<file path="src/rtl/core/tepq_pkg.sv">
// Shared types and constants for the timed event priority queue.
package tepq_pkg;

    localparam int CAPACITY  = 16;
    localparam int TIME_BITS = 48;
    localparam int TAG_BITS  = 32;
    localparam int CNT_BITS  = $clog2(CAPACITY + 1);

    typedef enum logic [1:0] {
        OP_PUSH = 2'd0,
        OP_POP  = 2'd1,
        OP_PEEK = 2'd2,
        OP_NOP  = 2'd3
    } t_op;

    typedef enum logic [1:0] {
        ST_OK    = 2'd0,
        ST_FULL  = 2'd1,
        ST_EMPTY = 2'd2
    } t_status;

    typedef struct packed {
        logic [TIME_BITS-1:0] time_val;
        logic [TAG_BITS-1:0]  tag;
    } t_entry;

    typedef struct packed {
        logic push;
        logic pop;
    } t_cell_ctl;

endpackage

</file>
<file path="src/rtl/core/tepq_if.sv">
// Command and result channel interfaces of the timed event priority queue.
interface tepq_cmd_if;
    import tepq_pkg::*;

    logic                 valid;
    logic                 ready;
    logic [1:0]           operation;
    logic [TIME_BITS-1:0] event_time;
    logic [TAG_BITS-1:0]  event_tag;

    modport source (output valid, output operation, output event_time, output event_tag,
                    input ready);
    modport sink   (input valid, input operation, input event_time, input event_tag,
                    output ready);
endinterface

interface tepq_res_if;
    import tepq_pkg::*;

    logic                 valid;
    logic                 ready;
    logic [TIME_BITS-1:0] out_time;
    logic [TAG_BITS-1:0]  out_tag;
    logic [1:0]           status;
    logic [CNT_BITS-1:0]  entry_count;
    logic                 is_empty;

    modport source (output valid, output out_time, output out_tag, output status,
                    output entry_count, output is_empty, input ready);
    modport sink   (input valid, input out_time, input out_tag, input status,
                    input entry_count, input is_empty, output ready);
endinterface

</file>
<file path="src/rtl/core/tepq_cell.sv">
// One slot of the sorted event chain: keeps, inserts or shifts its entry.
module tepq_cell (
    input  logic                i_clk,
    input  tepq_pkg::t_cell_ctl i_ctl,
    input  tepq_pkg::t_entry    i_new,
    input  logic                i_occ,
    input  logic                i_prev_keep,
    input  tepq_pkg::t_entry    i_left,
    input  tepq_pkg::t_entry    i_right,
    output tepq_pkg::t_entry    o_data,
    output logic                o_keep
);
    import tepq_pkg::*;

    t_entry r_data;
    t_entry n_data;

    assign o_keep = i_occ && (r_data.time_val <= i_new.time_val);
    assign o_data = r_data;

    always_comb begin
        n_data = r_data;
        priority if (i_ctl.push) begin
            priority if (o_keep) begin
                n_data = r_data;
            end else if (i_prev_keep) begin
                n_data = i_new;
            end else begin
                n_data = i_left;
            end
        end else if (i_ctl.pop) begin
            n_data = i_right;
        end else begin
            n_data = r_data;
        end
    end

    always_ff @(posedge i_clk) begin
        if (i_ctl.push || i_ctl.pop) begin
            r_data <= n_data;
        end
    end

endmodule

</file>
<file path="src/rtl/core/timed_event_priority_queue.sv">
// Top level of the timed event priority queue built on a sorted cell chain.
//
// Events live in a chain of CAPACITY cells kept sorted by timestamp, with equal
// timestamps in insertion order, so the earliest event always sits in the first
// cell. A push inserts the new event: every cell compares the new timestamp with its
// own and either holds, takes the new event or takes its left neighbor's. A pop
// shifts every cell one place toward the head; a peek reads the head.
// A new command is taken every cycle while the result register is free or being
// drained; throughput is set by the result channel handshake. Every command gives
// exactly one result with the entry count after the command. A push to a full
// store is dropped with status full; a pop or peek on an empty store reports
// status empty; time and tag read zero then.
module timed_event_priority_queue (
    input  logic       i_clk,
    input  logic       i_rst_n,
    tepq_cmd_if.sink   i_cmd,
    tepq_res_if.source o_res
);
    import tepq_pkg::*;

    logic [CNT_BITS-1:0] r_count;
    logic [CNT_BITS-1:0] n_count;
    logic                r_res_valid;
    logic [TIME_BITS-1:0] r_res_time;
    logic [TAG_BITS-1:0]  r_res_tag;
    t_status             r_res_status;
    logic [CNT_BITS-1:0] r_res_count;

    logic      cmd_fire;
    t_op       op;
    logic      full;
    logic      empty;
    t_cell_ctl ctl;
    t_entry    new_entry;
    t_entry    cell_data [CAPACITY];
    logic      cell_keep [CAPACITY];
    logic      cell_occ  [CAPACITY];
    t_status   res_status;
    logic      take_head;

    assign i_cmd.ready = i_rst_n && (!r_res_valid || o_res.ready);
    assign cmd_fire    = i_cmd.valid && i_cmd.ready;
    assign op          = t_op'(i_cmd.operation);
    assign full        = (r_count == CNT_BITS'(CAPACITY));
    assign empty       = (r_count == '0);

    assign new_entry.time_val = i_cmd.event_time;
    assign new_entry.tag      = i_cmd.event_tag;

    assign ctl.push = cmd_fire && (op == OP_PUSH) && !full;
    assign ctl.pop  = cmd_fire && (op == OP_POP) && !empty;

    for (genvar gi = 0; gi < CAPACITY; gi++) begin : g_cell
        localparam logic [CNT_BITS-1:0] IDX = CNT_BITS'(gi);
        t_entry left_data;
        t_entry right_data;
        logic   prev_keep;

        assign cell_occ[gi] = IDX < r_count;

        if (gi == 0) begin : g_head
            assign left_data = new_entry;
            assign prev_keep = 1'b1;
        end else begin : g_body
            assign left_data = cell_data[gi-1];
            assign prev_keep = cell_keep[gi-1];
        end

        if (gi == CAPACITY - 1) begin : g_tail
            assign right_data = '0;
        end else begin : g_mid
            assign right_data = cell_data[gi+1];
        end

        tepq_cell u_cell (
            .i_clk       (i_clk),
            .i_ctl       (ctl),
            .i_new       (new_entry),
            .i_occ       (cell_occ[gi]),
            .i_prev_keep (prev_keep),
            .i_left      (left_data),
            .i_right     (right_data),
            .o_data      (cell_data[gi]),
            .o_keep      (cell_keep[gi])
        );
    end

    always_comb begin
        n_count    = r_count;
        res_status = ST_OK;
        take_head  = 1'b0;
        unique case (op)
            OP_PUSH: begin
                if (full) begin
                    res_status = ST_FULL;
                end else begin
                    n_count = r_count + CNT_BITS'(1);
                end
            end
            OP_POP: begin
                if (empty) begin
                    res_status = ST_EMPTY;
                end else begin
                    take_head = 1'b1;
                    n_count   = r_count - CNT_BITS'(1);
                end
            end
            OP_PEEK: begin
                if (empty) begin
                    res_status = ST_EMPTY;
                end else begin
                    take_head = 1'b1;
                end
            end
            OP_NOP: begin
                res_status = ST_OK;
            end
            default: begin
                res_status = ST_OK;
            end
        endcase
    end

    always_ff @(posedge i_clk) begin
        if (!i_rst_n) begin
            r_count     <= '0;
            r_res_valid <= 1'b0;
        end else begin
            if (cmd_fire) begin
                r_count     <= n_count;
                r_res_valid <= 1'b1;
            end else if (o_res.ready) begin
                r_res_valid <= 1'b0;
            end
        end
    end

    always_ff @(posedge i_clk) begin
        if (cmd_fire) begin
            r_res_time   <= take_head ? cell_data[0].time_val : '0;
            r_res_tag    <= take_head ? cell_data[0].tag : '0;
            r_res_status <= res_status;
            r_res_count  <= n_count;
        end
    end

    assign o_res.valid       = r_res_valid;
    assign o_res.out_time    = r_res_time;
    assign o_res.out_tag     = r_res_tag;
    assign o_res.status      = r_res_status;
    assign o_res.entry_count = r_res_count;
    assign o_res.is_empty    = (r_res_count == '0);

endmodule
</file>
<file path="src/flat_wrapper.sv">
// flat-port wrapper written by rule: the top's interface ports become plain ports
module timed_event_priority_queue_flat import tepq_pkg::*;
  (i_clk, i_rst_n, i_cmd_valid, i_cmd_operation, i_cmd_event_time, i_cmd_event_tag, i_cmd_ready, o_res_valid, o_res_out_time, o_res_out_tag, o_res_status, o_res_entry_count, o_res_is_empty, o_res_ready);
  tepq_cmd_if i_cmd_i ();
  tepq_res_if o_res_i ();
  input  logic i_clk;
  input  logic i_rst_n;
  input wire logic [$bits(i_cmd_i.valid)-1:0] i_cmd_valid;
  input wire logic [$bits(i_cmd_i.operation)-1:0] i_cmd_operation;
  input wire logic [$bits(i_cmd_i.event_time)-1:0] i_cmd_event_time;
  input wire logic [$bits(i_cmd_i.event_tag)-1:0] i_cmd_event_tag;
  output wire logic [$bits(i_cmd_i.ready)-1:0] i_cmd_ready;
  output wire logic [$bits(o_res_i.valid)-1:0] o_res_valid;
  output wire logic [$bits(o_res_i.out_time)-1:0] o_res_out_time;
  output wire logic [$bits(o_res_i.out_tag)-1:0] o_res_out_tag;
  output wire logic [$bits(o_res_i.status)-1:0] o_res_status;
  output wire logic [$bits(o_res_i.entry_count)-1:0] o_res_entry_count;
  output wire logic [$bits(o_res_i.is_empty)-1:0] o_res_is_empty;
  input wire logic [$bits(o_res_i.ready)-1:0] o_res_ready;
  assign i_cmd_i.valid = i_cmd_valid;
  assign i_cmd_i.operation = i_cmd_operation;
  assign i_cmd_i.event_time = i_cmd_event_time;
  assign i_cmd_i.event_tag = i_cmd_event_tag;
  assign i_cmd_ready = i_cmd_i.ready;
  assign o_res_valid = o_res_i.valid;
  assign o_res_out_time = o_res_i.out_time;
  assign o_res_out_tag = o_res_i.out_tag;
  assign o_res_status = o_res_i.status;
  assign o_res_entry_count = o_res_i.entry_count;
  assign o_res_is_empty = o_res_i.is_empty;
  assign o_res_i.ready = o_res_ready;
  timed_event_priority_queue u_core (.i_clk(i_clk), .i_rst_n(i_rst_n), .i_cmd(i_cmd_i), .o_res(o_res_i));
endmodule
</file>
<file path="config.mk">
export PLATFORM = sky130hd
export DESIGN_NAME = timed_event_priority_queue_flat
export DESIGN_NICKNAME = d
export VERILOG_FILES = /design/src/rtl/core/tepq_pkg.sv /design/src/rtl/core/tepq_if.sv /design/src/rtl/core/tepq_cell.sv /design/src/rtl/core/timed_event_priority_queue.sv /design/src/flat_wrapper.sv
export SDC_FILE = /design/constraint.sdc
export NUM_CORES = 2
export LEC_CHECK = 0
export BUFFER_PORTS_ARGS = -buffer_cell sky130_fd_sc_hd__buf_4
export CAP_MARGIN = 20
export CORE_MARGIN = 2
export CORE_UTILIZATION = 50
export DETAILED_ROUTE_END_ITERATION = 6
export PLACE_DENSITY = 0.66
export SYNTH_ARGS = -nofsm -noshare
export SYNTH_HDL_FRONTEND = slang
export SYNTH_SLANG_ARGS = --single-unit
</file>
<file path="constraint.sdc">
create_clock -name i_clk -period 23.2 [get_ports i_clk]
set_input_delay 4.64 -clock i_clk [delete_from_list [all_inputs] [get_ports i_clk]]
set_output_delay 4.64 -clock i_clk [all_outputs]
set_load 0.02 [all_outputs]
</file>
==> summary.txt <==
Synthesis
  • Top cell type's share of synthesized area: 48.5%
  • Synth Instances: 8108
  • Synth Cell Area: 84700 um2
  • Avg Cell Area, Syn: 10.4 um2
  • Post-synthesis sequential area ratio: 48.6%
  • Most frequent cell after synthesis: edfxtp_1
  • Ys Warns: 0
  • Post-synth top cells: 1367 x edfxtp_1, 1335 x nand2_1, 1010 x o21ai_0, 859 x mux2i_1, 774 x ha_1
  • Post-synth EDFFs: 1367
  • Cell variety after synth: 71
  • Post-Syn Nets: 8968
  • Synth async-reset ratio: 0%
  • Yosys reg bits: 1373
  • Synth top area cells: edfxtp_1 48%, ha_1 11%, mux2i_1 10%
  • Ys flop type: edfxtp_1
  • Cell type with the largest total area after synthesis: edfxtp_1

Clock tree
  • CTS Root Cell: clkbuf_16
  • CTS Hold Bufs: 0
  • Skew-Pair Late Insertion Delay: 0.85 ns
  • CTS Buf Count: 156
  • Clk sinks: 1373
  • H-tree depth: 4
  • CTS Buffer Depth: 3
  • CTS-repair resized insts: 0
  • Setup Buffers After CTS: 0
  • TritonCTS clock tree: done
  • Worst-path clk slew: 0.06 ns

Worst setup path
  • Critical R2R Launch: u_core.r_count[1]
  • Crit Path Class: primary input to output pin
  • Startpoint class of the critical path: primary input
  • Reg2reg end: u_core.g_cell[3].u_cell.o_data[10]
  • Arr. time, crit path: 5.20 ns
  • Reg2reg setup slack: 17.07 ns
  • CP endpoint kind: output pin
  • Req. time, crit path: 18.56 ns
  • Cells on worst reg2reg path: 11
  • Crit-path max FO: 2

Layout
  • Layout area overhead: 9.06%
  • Fin cells: 10300
  • Multi-input logic area: 40800 um2
  • Finished Cell Area: 92400 um2
  • Storage cell area: 41200 um2
  • Fillers: 14700
  • Final nets: 8808
  • Util after Layout: 54.7%
  • Layout cells sized above 1: 6.66%

Timing
  • Setup Skew: 0.0570 ns
  • Fin. Hold Viols: 0
  • Max Fclk: 0.102 GHz
  • Unrepaired setup endpoints after global routing: false
  • Final setup vio count: 0
  • Setup TNS: 0 ns
  • Worst slew margin: -5.83%
  • Final Cycle Share: 42.4%
  • Max-slew violations: 1
  • Final critical path time including I/O delays and setup: 9.84 ns
  • Worst slew pin tran: 1.59 ns

Detailed routing
  • First-pass DRT Iterations: 7
  • Via/cell ratio: 6.59
  • ANT nets after route: 0
  • Initial drt markers: 9022
  • Final wirelength: 291000 um
  • Drt drc: 4
  • Routed WL per cell: 28.2 um
  • Via count: 67900

Pwr
  • Tot Pwr: 6.00 mW
  • Worst vdd ir: 0.0706 mV
  • Cell Pwr Density: 65.0 nW/um2
  • Leakage: 41.1 nW

Place
  • Number of I/O port buffers: 175
  • Placed cell area: 87300 um2
  • Placer congestion estimate: 0.993
  • Placed cells: 10000
  • Dpl hpwl: 185000 um

Global routing
  • Vias in the first global route: 64900
  • Remaining global-route overflow: 0
  • Largest net degree at the start of global routing: 271
  • First-pass GRT wire length: 425000 um
  • Antenna violations before repair: 13
  • GRT Total Usage: 32.6%

Worst hold path
  • Worst hold path cell count: 2
  • HP Start: u_core.o_res.valid
  • Hold Path End: u_core.o_res.valid
  • Hold WC Path Type: flip-flop to flip-flop

Floorplanning
  • Die area: 173000 um2
  • # rows: 151
  • Starting Density: 50.2%
  • # IOs: 176
  • Core area: 169000 um2
  • Die Wd: 416 um
  • Die height: 416 um

Job
  • Max Cap Violations: 0

Status
  • Failing checks: design-rule violations, max-slew violations
  • Outcome: finished, violations left
[worst max path at each step]
stage / end / startpoint / slack [ns] / cells past startpoint
final: i_cmd_ready / o_res_ready / 13.36 / 4
after global routing: i_cmd_ready / o_res_ready / 13.33 / 4
after CTS: i_cmd_ready / o_res_ready / 13.36 / 4
after detailed placement: u_core.g_cell[5].u_cell.o_data[3] / i_cmd_event_time[26] / 12.84 / 13
after global placement: u_core.g_cell[11].u_cell.o_data[41] / i_cmd_event_time[29] / 11.43 / 11
after floorplan: u_core.g_cell[8].u_cell.o_data[0] / o_res_ready / 8.67 / 10
[final cells by class]
class                      instances  share of cell area [%]
sequential                      1373                    44.6
multi-input combinational       6050                    44.1
clock buffer                     198                    4.49
tap                             2218                    3.00
timing repair buffer             272                    2.42
clock inverter                    87                   0.955
inverter                          95                   0.391
antenna                           11                  0.0298
[critical path: stages]
cell	delay [ns]
buf_4	0.10
nand2b_1	0.14
and2_1	0.17
buf_4	0.15
[metrics by stage]
stage,hold WS (ns),worst slack [ns]
4_1_cts,0.523,13.36
5_1_grt,0.544,13.33
6_report,0.513,13.36
3_5_place_dp,0.514,12.84
2_1_floorplan,0.496,8.67
3_3_place_gp,0.485,11.43
[metal layers]
layer	track usage (%)	routed length (um)
met2	49.9	128000
met4	18.6	17900
met1	43.8	119000
met3	5.92	25700
met5	0	36
[sequential cells by signal, summed over array words and instances, names as in the netlist]
name	cells
u_core.g_cell.u_cell.o_data	1280
u_core.r_count	5
u_core.o_res.out_time	48
u_core.o_res.entry_count	5
u_core.o_res.valid	1
u_core.o_res.status	2
u_core.o_res.out_tag	32
[cell families after synthesis]
family                   count (synthesis)  synth area share [%]
AO/OA/AOI/OAI                         2101                  14.1
XOR/XNOR                                 3                0.0310
adder cells (fa/ha/maj)                774                  11.4
buffers and inverters                  685                  3.67
flip-flops                            1373                  48.6
multiplexers                           859                  10.1
AND/OR/NAND/NOR                       2313                  12.1
[report_power, final]
| part | switching, mW | total, mW | internal (mW) |
|---|---|---|---|
| logic | 0.455 | 0.658 | 0.203 |
| clock network | 1.11 | 2.50 | 1.40 |
| registers | 0.0455 | 2.84 | 2.80 |
[layout by cell type (no fill, tap or decap), drive strengths merged, types with 9 or more instances in the layout]
cell type  instances
buf              272
or4                9
mux2i            859
nand3            367
edfxtp          1367
a21oi            259
o21a              15
nand4            153
nor4              15
ha               774
a31oi            163
o31ai             11
bufinv            11
o211ai           117
a221oi            20
and4              35
clkbuf           198
clkinv            68
o21ai           1263
inv              101
and2              14
and3              84
diode             11
nand2           1335
o221ai             9
nor3              23
nor2b             26
a211oi            12
a221o             14
a21o             169
nor2             226
Note: power is estimated with default switching activity, not from simulation.
